===== src/design/assert_macros.svh =====
// Assertion macros shared by the stable max priority queue RTL.
// No dependencies; include by bare file name inside a module body.
`ifndef ASSERT_MACROS_SVH
`define ASSERT_MACROS_SVH

// Same-cycle implication, disabled while reset is low.
`define SMPQ_ASSERT_IMPL(lbl, clk, rstn, ante, cons) \
    lbl: assert property (@(posedge clk) disable iff (!rstn) (ante) |-> (cons)) \
        else $error("smpq assertion failed");

// Next-cycle implication, disabled while reset is low.
`define SMPQ_ASSERT_NEXT(lbl, clk, rstn, ante, cons) \
    lbl: assert property (@(posedge clk) disable iff (!rstn) (ante) |=> (cons)) \
        else $error("smpq assertion failed");

// Invariant that holds at every clock edge out of reset.
`define SMPQ_ASSERT_ALWAYS(lbl, clk, rstn, cond) \
    lbl: assert property (@(posedge clk) disable iff (!rstn) (cond)) \
        else $error("smpq assertion failed");

`endif


===== src/design/smpq_pkg.sv =====
// Shared types for the stable max priority queue.
// No dependencies; used by the cell, the read tree and the top level.
package smpq_pkg;

    typedef enum logic [1:0] {
        CMD_PUSH  = 2'd0,
        CMD_POP   = 2'd1,
        CMD_INIT  = 2'd2,
        CMD_CHECK = 2'd3
    } smpq_cmd_t;

    // Per-cycle control broadcast to every cell of the chain.
    typedef struct packed {
        logic push;
        logic pop;
    } smpq_ctl_t;

    typedef enum logic [2:0] {
        ST_IDLE = 3'b001,
        ST_WALK = 3'b010,
        ST_DONE = 3'b100
    } smpq_state_t;

endpackage


===== src/design/smpq_cell.sv =====
// One slot of the sorted chain: holds a score and payload, shifts to its neighbors.
// Depends on smpq_pkg.
module smpq_cell #(
    parameter int SCORE_WIDTH   = 16,
    parameter int PAYLOAD_WIDTH = 32
) (
    input  logic                            aclk,
    input  smpq_pkg::smpq_ctl_t             ctl,
    input  logic                            occupied,
    input  logic                            left_keep,
    input  logic signed [SCORE_WIDTH-1:0]   new_score,
    input  logic        [PAYLOAD_WIDTH-1:0] new_payload,
    input  logic signed [SCORE_WIDTH-1:0]   left_score,
    input  logic        [PAYLOAD_WIDTH-1:0] left_payload,
    input  logic signed [SCORE_WIDTH-1:0]   right_score,
    input  logic        [PAYLOAD_WIDTH-1:0] right_payload,
    output logic                            keep,
    output logic signed [SCORE_WIDTH-1:0]   score,
    output logic        [PAYLOAD_WIDTH-1:0] payload
);
    import smpq_pkg::*;

    logic signed [SCORE_WIDTH-1:0]   score_reg,   score_next;
    logic        [PAYLOAD_WIDTH-1:0] payload_reg, payload_next;

    // Entry stays in place on a push when it ranks at or above the new one.
    assign keep = occupied && (score_reg >= new_score);

    always_comb begin
        score_next   = score_reg;
        payload_next = payload_reg;
        if (ctl.push && !keep) begin
            if (left_keep) begin
                score_next   = new_score;
                payload_next = new_payload;
            end else begin
                score_next   = left_score;
                payload_next = left_payload;
            end
        end else if (ctl.pop) begin
            score_next   = right_score;
            payload_next = right_payload;
        end
    end

    always_ff @(posedge aclk) begin
        score_reg   <= score_next;
        payload_reg <= payload_next;
    end

    assign score   = score_reg;
    assign payload = payload_reg;

endmodule


===== config.mk =====
export PLATFORM = sky130hd
export DESIGN_NAME = smpq_cell
export DESIGN_NICKNAME = d
export VERILOG_FILES = /design/src/design/assert_macros.svh /design/src/design/smpq_pkg.sv /design/src/design/smpq_cell.sv
export SDC_FILE = /design/constraint.sdc
export NUM_CORES = 1
export LEC_CHECK = 0
export BUFFER_PORTS_ARGS = -buffer_cell sky130_fd_sc_hd__buf_2
export CORE_MARGIN = 1.5
export CORE_UTILIZATION = 43
export DETAILED_ROUTE_END_ITERATION = 8
export GPL_ROUTABILITY_DRIVEN = 0
export GPL_TIMING_DRIVEN = 0
export MAX_ROUTING_LAYER = met4
export PLACE_DENSITY = 0.81
export SLEW_MARGIN = 0
export SYNTH_ARGS = -nofsm -noshare
export SYNTH_HDL_FRONTEND = slang
export SYNTH_SLANG_ARGS = --single-unit

===== constraint.sdc =====
create_clock -name aclk -period 3.81 [get_ports aclk]
set_clock_uncertainty 0.2 [all_clocks]
set_input_delay 0.381 -clock aclk [delete_from_list [all_inputs] [get_ports aclk]]
set_output_delay 0.381 -clock aclk [all_outputs]
set_load 0.01 [all_outputs]

==> reports/metrics.cfg, run 1 <==
[cts]
clockBufferDepth = 2
htree_levels = 2
path_clk_slew_ns = 0.09
cts_sinks = 48
cts_buffers = 5
clk_latency_ns = 0.29
cts-root-buf = clkbuf_8
cts_tree = yes

[yosys]
synthXorXnorAreaFrac = 0.00287
yosysWarnings = 0
yosys.area_share.simple = 0.0279
synth-compound-area-share = 0.0332
synthArstFlopShare = 0
synth_area_leaders = edfxtp_1 (47%), mux2_2 (32%), ha_1 (6.6%)
synthMuxAreaShare = 0.355
synth-main-ff-cell = edfxtp_1
synth.top_cells.by_count = mux2_2 (87), edfxtp_1 (48), inv_1 (17)
synth_top_area_cell = edfxtp_1
synth.most_common_cell = mux2_2
synth_cell_types = 26
synth_nets = 383
synth_top_cell_area_share = 0.473
syn_inst = 218
yosysSeqAreaShare = 0.473
synth_edf_count = 48
netlist_area_um2 = 3050
synth_seq_cells = 48
syn-mean-instance-area_um2 = 14.0
synthAdderAreaFrac = 0.0657
synth_top_family_by_area = multiplexers

[floorplanning]
num_rows = 30
pin_count = 198
die_h_um = 87.2
core_um2 = 6830
start_util = 0.446
die-area_um2 = 7610
die_w_um = 87.2

[timing]
setup_violations = 0
period_needed_ns = 3.36
holdWs_ns = 0.166
slew_headroom = 0.544
clock.fmax_mhz = 298
setup_slack_ns = 0.453
period_share = 0.881
slew_violations = 0
hold_viol = 0
rsz0062_at_grt = no
worst_pin_slew_ns = 0.684

[grt]
globalRouteOverflowTotal = 0
grtUsageTotal = 0.208
grt_max_degree = 49
grt_pass1_vias = 2620
grt_antenna_before_repair = 0
grt_pass1_wl_um = 11600

[drt]
wl_per_cell_um = 15.1
ant_nets = 0
wl_um = 7840
dr.max_layer_used = met4
drtPass1Iterations = 4
num_vias = 2543
drc_errors = 0
met2_length_um = 4230
viasPerCell = 4.91
wl_met1_um = 2940
drtIter0Drc = 49
wl_met3_um = 516

[cells_and_area]
area_growth_pct = 39.1
layoutNonFillerInstCount = 518
multi_input_area_um2 = 1490
register_area_um2 = 1440
final_nets = 587
drive_gt1_frac = 0.706
n_fill_cell = 622
largest_register_ffs = 32
diodes = 0

[status]
status = completed

[placement]
dp_hpwl_um = 6230
preCtsSetupSlack_ns = -0.332
dp_cells = 510
port_buffers = 196

[power]
ir_worst_vdd_v = 0.000224
total_power_mw = 1.71
power_density_nw_per_um2 = 403
leakage_nw = 1.98

[worst_setup_path]
path_max_fanout = 24
end_kind = register
critical_path_class = reg -> reg
crit_arrival_ns = 3.12
start_kind = register
worstPathRequired_ns = 3.57

[flow_run]
cap_viol_max_count = 0

[worst_hold_path]
hp-class = in -> reg

cell type report:
| type | instances | area share |
|---|---|---|
| clock buffer | 5 | 0.0162 |
| timing repair buffer | 196 | 0.231 |
| clock inverter | 2 | 0.00295 |
| multi-input combinational | 144 | 0.351 |
| buffer | 10 | 0.0159 |
| tap | 96 | 0.0283 |
| inverter | 17 | 0.0150 |
| sequential | 48 | 0.340 |
cell families (layout without fill, tap and decap cells):
| family | count (synthesis) | after routing |
|---|---|---|
| adders and majority gates | 16 | 16 |
| muxes | 96 | 96 |
| AOI/OAI and AO/OA | 14 | 14 |
| and+or+nand+nor | 16 | 17 |
| DFF | 48 | 48 |
| buffers and inverters | 27 | 230 |
| xor gates and xnor gates | 1 | 1 |
worst max-delay path: stages (launching register included):
cell      delay (ns)
edfxtp_1        0.42
ha_1            0.38
nand4_1         0.20
nor2_1          0.06
a221oi_1        0.33
nand3_1         0.20
o311ai_2        0.49
buf_6           0.23
buf_8           0.16
or2_4           0.36
layout by cell type, fill, tap and decap left out:
cell type | synthesis | final
a2111o_1 | 1 | 1
mux2_1 | 9 | 9
nor2_1 | 1 | 1
a21oi_1 | 6 | 6
nor4_1 | 1 | 1
nand4_1 | 4 | 4
buf_6 | 1 | 1
or2_4 | 0 | 2
nand2b_1 | 2 | 2
mux2_2 | 87 | 87
a311o_1 | 1 | 1
clkbuf_1 | 5 | 5
clkbuf_8 | 0 | 5
nand3_1 | 2 | 2
inv_1 | 17 | 17
clkinvlp_4 | 0 | 1
buf_8 | 1 | 1
edfxtp_1 | 48 | 48
o311ai_2 | 1 | 1
ha_1 | 16 | 16
nand2_1 | 4 | 4
buf_4 | 3 | 3
nor2b_1 | 1 | 1
buf_2 | 0 | 196
a221oi_1 | 1 | 1
clkinv_2 | 0 | 1
xnor2_1 | 1 | 1
o211ai_1 | 1 | 1
o21a_1 | 1 | 1
o21ai_0 | 2 | 2
stage by stage:
step | area [um2] | util | TNS (ns)
global placement | 4150 | 0.608 | -12.38
CTS | 4230 | 0.620 | 0
floorplan | 3050 | - | 0
detailed placement | 4150 | 0.608 | -15.84
global route | 4240 | 0.621 | 0
finish | 4240 | 0.621 | 0
worst paths after layout:
| check | from | endpoint | slack, ns | cells past startpoint |
|---|---|---|---|---|
| min | right_score[10] | score[10]$_DFFE_PP_ | 0.17 | 2 |
| min reg2reg | score[15]$_DFFE_PP_ | payload[1]$_DFFE_PP_ | 1.19 | 6 |
| max reg2reg | score[15]$_DFFE_PP_ | payload[9]$_DFFE_PP_ | 0.45 | 9 |
| max | score[15]$_DFFE_PP_ | payload[9]$_DFFE_PP_ | 0.45 | 9 |
per-layer routing:
layer / global-route usage / up-vias
met5: - / -
met3: 0.0427 / 14
met1: 0.218 / 1179
li1: - / 1235
met4: 0.0592 / 0
met2: 0.391 / 115
report_power, final:
group | leakage, nW | switching [mW] | internal (mW)
sequential | 0.486 | 0.0364 | 0.730
combinational | 1.45 | 0.314 | 0.334
clock | 0.0400 | 0.171 | 0.125
total | 1.98 | 0.521 | 1.19
repair_timing:
| action | CTS | global route |
|---|---|---|
| endpoints found under the setup margin | 48 | 48 |
| setup buffers | 0 | 0 |
| pin swaps | 0 | 1 |
| hold buffers | 0 | 0 |
| cloned | 0 | 1 |
| resized for setup | 1 | 1 |
Power figures use the tool's default switching activity.
==> run 2: changes to the inputs <==
==> constraint.sdc (replaced) <==
create_clock -name aclk -period 3.81 [get_ports aclk]
set_clock_uncertainty 0.2 [all_clocks]
set_input_delay 0.762 -clock aclk [delete_from_list [all_inputs] [get_ports aclk]]
set_output_delay 0.762 -clock aclk [all_outputs]
set_load 0.01 [all_outputs]
==> run 2 against run 1 <==
Compared with the run above:
- utilization up 0.15 points
- register-to-register slack better by 0.06 ns
- via count fell by 0.16%
- worst setup slack worse by 0.16 ns
- clock power barely moved
- die area did not move
- critical path depth is 1 higher
- clock-buffer cell count unchanged
- cell area increased by 0.24%
==> reports/metrics.cfg, run 2 (synthesis results as in run 1) <==
[worst_setup_path]
end_kind = output port
start_kind = primary input
path_max_fanout = 5  ; -79%
critical_path.cell_chain = buf_2 > inv_1 > ha_1 > nand4_1 > nor2_1 > a221oi_1 > nand3_1 > xnor2_1 > o21a_1 > buf_2
cpLargestDelayFamily = compound AO/OA/AOI/OAI gates
crit_arrival_ns = 2.56  ; -0.56 ns
cpPeakStageDelay_ns = 0.37  ; -0.12 ns
reg2regPathDepth = 9  ; unchanged
reg2reg_from = score[15]$_DFFE_PP_
worstPathRequired_ns = 2.85  ; -0.72 ns
critPathBufInv = 3  ; +1
rrSetupSlack_ns = 0.51  ; +0.06 ns
critPathMostFrequentCell = buf_2
critical_path_class = in -> out
r2r_end = score[3]$_DFFE_PP_
crit_slowest_cell = ha_1

[cells_and_area]
final_common_cell = buf_2
final_nets = 587  ; unchanged
largest_register_ffs = 32  ; unchanged
n_fill_cell = 621  ; -0.16%
fin_area_um2 = 4250  ; +0.24%
layout_common_cells = buf_2 (196), mux2_2 (87), edfxtp_1 (48), inv_1 (17), ha_1 (16)
area_growth_pct = 39.5
diodes = 0  ; unchanged
drive_gt1_frac = 0.706  ; unchanged

[grt]
grt_antenna_before_repair = 0  ; unchanged
grt_pass1_wl_um = 11800  ; +1.7%
grtUsageTotal = 0.212  ; +0.00436
globalRouteOverflowTotal = 0  ; unchanged
grt_pass1_vias = 2649  ; +1.1%
grt_max_degree = 25  ; -49%

[timing]
holdWs_ns = 0.548  ; +0.382 ns
slew_violations = 0  ; unchanged
clock.fmax_mhz = 284  ; -4.7%
worst_pin_slew_ns = 0.672  ; -0.0118 ns
hold_viol = 0  ; unchanged
slew_headroom = 0.552  ; +0.00785
rsz0062_at_grt = no
period_share = 0.924  ; +0.0431
period_needed_ns = 3.52  ; +0.164 ns
setup_violations = 0  ; unchanged

[cts]
cts_sinks = 48  ; unchanged
clk_latency_ns = 0.29  ; about the same
htree_levels = 2  ; unchanged
clockBufferDepth = 2  ; unchanged
cts_tree = yes
cts-root-buf = clkbuf_8
path_clk_slew_ns = 0.09  ; about the same
cts_buffers = 5  ; unchanged

[floorplanning]
die_w_um = 87.2  ; unchanged
die-area_um2 = 7610  ; unchanged
die_h_um = 87.2  ; unchanged
num_rows = 30  ; unchanged
pin_count = 198  ; unchanged
start_util = 0.446  ; unchanged
core_um2 = 6830  ; unchanged

[power]
combPwrFrac = 0.381  ; +0.002
ir_worst_vdd_v = 0.000199  ; -11%
p_int_mw = 1.19  ; +0.17%
p_switching_mw = 0.521  ; about the same
total_power_mw = 1.71  ; +0.11%
switching_share = 0.304  ; -0.000404
power_density_nw_per_um2 = 403  ; -0.12%
leakage_nw = 1.98  ; about the same
p_clk_frac = 0.171  ; -0.002
seqPwrFrac = 0.448  ; about the same

[drt]
drc_errors = 0  ; unchanged
drtPass1Iterations = 4  ; unchanged
drtIter0Drc = 67  ; +37%
wl_um = 7820  ; -0.23%
wl_per_cell_um = 15.1  ; -0.23%
ant_nets = 0  ; unchanged
num_vias = 2539  ; -0.16%
viasPerCell = 4.90  ; -0.16%

[worst_hold_path]
whs_path_depth = 2  ; unchanged
hp-class = in -> reg
holdPathEnd = score[10]$_DFFE_PP_
hp-start = right_score[10]

[flow_run]
cap_viol_max_count = 0  ; unchanged

[status]
status = completed

[placement]
port_buffers = 196  ; unchanged
dp_hpwl_um = 6230  ; unchanged
dpl_cell_area_um2 = 4150  ; unchanged

-- run 2: cell types whose count changed in the layout (fill, tap and decap cells not counted) --
cell / previous run / this run
o311ai_2: 1 / 0
o311ai_4: 0 / 1
-- run 2: what timing repair did --
| action | in CTS | in global routing |
|---|---|---|
| resized for setup | 1 | 2 |
| hold buffers | 0 | 0 |
| setup endpoints to repair | 48 | 48 |
| buffers inserted | 0 | 0 |
| cloned | 1 | 0 |
| pin swaps | 1 | 0 |
-- run 2: power by group through the flow --
| stage | logic (mW) | registers (mW) | clock network (mW) |
|---|---|---|---|
| after floorplan | 0.328 | 0.840 | 0 |
| after global placement | 0.634 | 0.774 | 0 |
| after detailed placement | 0.650 | 0.782 | 0 |
| after CTS | 0.658 | 0.769 | 0.304 |
| after global routing | 0.718 | 0.779 | 0.318 |
| final | 0.653 | 0.766 | 0.294 |
-- run 2: through the flow --
stage                     TNS [ns]  setup WS [ns]  instances  utilization
after floorplan                  0         0.0587        218            -
after global placement      -30.67         -0.643        510        0.608
after detailed placement    -34.13         -0.713        510        0.608
after CTS                        0         0.0355        518        0.621
after global routing             0         0.0761        518        0.623
final                            0          0.288        518        0.623
-- run 2: worst max path at each step --
stage	slack (ns)	endpoint	startpoint	depth (start not counted)
global route	0.08	score[0]$_DFFE_PP_	new_score[15]	11
detailed placement	-0.71	payload[19]$_DFFE_PP_	new_score[15]	11
global placement	-0.64	payload[27]$_DFFE_PP_	new_score[15]	11
floorplan	0.06	payload[0]$_DFFE_PP_	new_score[15]	10
finish	0.29	keep	new_score[15]	10
CTS	0.04	payload[3]$_DFFE_PP_	new_score[15]	11
-- run 2: final cells by class --
class	count	area (um2)	share of cell area
Clock buffer	5	68.8	0.0162
Inverter	17	63.8	0.0150
Tap cell	96	120	0.0282
Sequential cell	48	1440	0.339
Buffer	10	67.6	0.0159
Clock inverter	2	12.5	0.00294
Timing Repair Buffer	196	981	0.231
Multi-Input combinational cell	144	1500	0.352
-- run 2: metal layers --
layer | wire, um | track usage | up-vias | share of wire
li1 | - | - | 1237 | -
met1 | 2950 | 0.225 | 1174 | 0.38
met3 | 494 | 0.0436 | 12 | 0.063
met2 | 4270 | 0.397 | 116 | 0.55
met4 | 113 | 0.0592 | 0 | 0.014
met5 | 0 | - | - | 0
==> run 3: changes to the inputs <==
- ABC_AREA: default -> 1
==> run 3 against run 2 <==
Compared with the run above:
- sequential power is 5.5% lower
- sequential share of layout area decreased by 0.89 points
- first-iteration DRC count is 82% higher
- final cell count grew 29%
- critical path depth up 4
- global-route usage increased by 2.4 points
- flip-flop and latch count is the same
- wire length is 18% higher
- largest cell class unchanged
- critical endpoint unchanged
- utilization shrank 1.4 points
==> reports/metrics.cfg, run 3 <==
[cts]
cts_sinks = 48  ; unchanged
htree_levels = 2  ; unchanged
clockBufferDepth = 2  ; unchanged
cts-root-buf = clkbuf_8
cts_resized = 0  ; -1
cts_setup_buffers = 0  ; unchanged
clk_latency_ns = 0.30  ; about the same
postCtsHoldBufs = 0  ; unchanged
cts_tree = yes
path_clk_slew_ns = 0.09  ; about the same
cts_buffers = 5  ; unchanged

[floorplanning]
num_rows = 31  ; +3.3%
pin_count = 198  ; unchanged
start_util = 0.440  ; -0.00641
core_um2 = 7180  ; +5.0%
die-area_um2 = 7860  ; +3.4%
die_h_um = 88.7  ; +1.7%
die_w_um = 88.7  ; +1.7%

[worst_setup_path]
worstPathRequired_ns = 2.85  ; about the same
crit_arrival_ns = 2.50  ; -0.06 ns
end_kind = output port
start_kind = primary input
critical_path_class = in -> out
path_max_fanout = 10  ; +5

[grt]
globalRouteOverflowTotal = 0  ; unchanged
grt_max_degree = 35  ; +40%
grt_antenna_before_repair = 0  ; unchanged
grtUsageTotal = 0.236  ; +0.0236
grt_pass1_vias = 3153  ; +19%
grt_pass1_wl_um = 13700  ; +16%

[yosys]
synth_nets = 528  ; +38%
syn_inst = 363  ; +67%
synthArstFlopShare = 0  ; unchanged
synth.most_common_cell = nand2_1
yosysSeqAreaShare = 0.457  ; -0.0161
synth_top_area_cell = edfxtp_1
synth_area_leaders = edfxtp_1 (46%), nand2_1 (15%), mux2_2 (12%)
synth_top_cell_area_share = 0.457  ; -0.0161
synth_cell_types = 17  ; -35%
synth-main-ff-cell = edfxtp_1
synth_seq_cells = 48  ; unchanged
synth_edf_count = 48  ; unchanged
yosysWarnings = 0  ; unchanged
synth.top_cells.by_count = nand2_1 (122), nand3_1 (51), edfxtp_1 (48)
syn-mean-instance-area_um2 = 8.70  ; -38%
netlist_area_um2 = 3160  ; +3.5%

[power]
leakage_nw = 2.35  ; +19%
power_density_nw_per_um2 = 363  ; -10%
total_power_mw = 1.58  ; -7.5%
ir_worst_vdd_v = 0.000168  ; -16%

[placement]
dp_hpwl_um = 7100  ; +14%
dp_cells = 659  ; +29%
preCtsSetupSlack_ns = 0.145  ; +0.857 ns
port_buffers = 196  ; unchanged

[timing]
clock.fmax_mhz = 289  ; +1.7%
period_share = 0.909  ; -0.0157
setup_slack_ns = 0.348  ; +0.0599 ns
rsz0062_at_grt = no
hold_viol = 0  ; unchanged
setup_violations = 0  ; unchanged
slew_headroom = 0.594  ; +0.0425
slew_violations = 0  ; unchanged
worst_pin_slew_ns = 0.608  ; -0.0638 ns
period_needed_ns = 3.46  ; -0.0599 ns

[cells_and_area]
layout_common_cells = buf_2 (203), nand2_1 (121), nand3_1 (51), edfxtp_1 (48), mux2_2 (33)
final_common_cell = buf_2
final_nets = 732  ; +25%
largest_register_ffs = 32  ; unchanged
area_growth_pct = 38.4
layoutNonFillerInstCount = 667  ; +29%
drive_gt1_frac = 0.445  ; -0.261
diodes = 0  ; unchanged

[drt]
drc_errors = 0  ; unchanged
wl_per_cell_um = 13.8  ; -8.5%
ant_nets = 0  ; unchanged
drtPass1Iterations = 4  ; unchanged
num_vias = 3266  ; +29%
viasPerCell = 4.90  ; -0.10%
wl_um = 9220  ; +18%
drtIter0Drc = 122  ; +82%

[worst_hold_path]
hp-class = in -> reg

[status]
status = completed

[flow_run]
cap_viol_max_count = 0  ; unchanged

[run 3: cell count changes after synthesis, sizes merged, moves of 2 or more]
| cell | delta |
|---|---|
| nand2 | +120 |
| mux2 | -63 |
| nand3 | +50 |
| nor2 | +17 |
| a21oi | +14 |
| inv | +11 |
| buf | +9 |
| clkbuf | +3 |
| nand2b | -2 |
| nand4 | -2 |
| o21ai | -2 |
[run 3: worst max-delay path, stage by stage]
cell     delay [ns]
buf_2          0.09
inv_1          0.05
ha_1           0.33
nand2_1        0.09
nor2_2         0.16
nand2_1        0.09
nor2_2         0.11
nand2_1        0.08
nand4_1        0.10
nand3_2        0.08
nand2_2        0.13
buf_2          0.25
inv_1          0.05
buf_2          0.13
[run 3: cell type report]
type                       count  area (um2)
clock buffer                   6        72.6
clock inverter                 2        11.3
inverter                      28         105
fill                         671        2810
sequential                    48        1440
tap                           99         124
multi-input combinational    265        1500
buffer                        22         118
timing repair buffer         197        1000
[run 3: worst paths after layout]
kind | startpoint | end | slack, ns | cells after the start
hold / removal | right_score[0] | score[0]$_DFFE_PP_ | 0.52 | 3
setup / recovery | new_score[15] | keep | 0.35 | 14
hold reg to reg | score[15]$_DFFE_PP_ | payload[31]$_DFFE_PP_ | 1.04 | 8
setup reg to reg | score[15]$_DFFE_PP_ | payload[26]$_DFFE_PP_ | 0.71 | 14
[run 3: power breakdown]
part | leakage, nW | total, mW | internal, mW | switching [mW]
sequential | 0.492 | 0.724 | 0.695 | 0.0292
combinational | 1.81 | 0.560 | 0.243 | 0.317
clock | 0.0388 | 0.300 | 0.128 | 0.172
total | 2.35 | 1.58 | 1.07 | 0.519
[run 3: cells by family (layout without fill, tap and decap cells)]
kind of cell,Yosys count,count (layout),share of synthesized area
muxes,33,33,0.118
buffers and inverters,50,255,0.0705
DFF,48,48,0.457
AOI/OAI and AO/OA,20,20,0.0317
adders and majority gates,16,16,0.0634
and+or+nand+nor,196,196,0.260
[run 3: stage by stage]
stage / setup TNS, ns / area, um2 / util / hold slack [ns]
after floorplan: 0 / 3160 / - / 0.741
after global placement: -40.05 / 4260 / 0.594 / 0.826
after detailed placement: 0 / 4280 / 0.597 / 0.830
after CTS: 0 / 4370 / 0.609 / 0.513
after global routing: 0 / 4370 / 0.609 / 0.514
final: 0 / 4370 / 0.609 / 0.523
[run 3: per-layer routing]
layer | routed length [um] | track usage | part of all wire
met1 | 3700 | 0.262 | 0.40
met2 | 4860 | 0.435 | 0.53
met3 | 581 | 0.0364 | 0.063
met4 | 78 | 0.0639 | 0.0085
met5 | 0 | - | 0
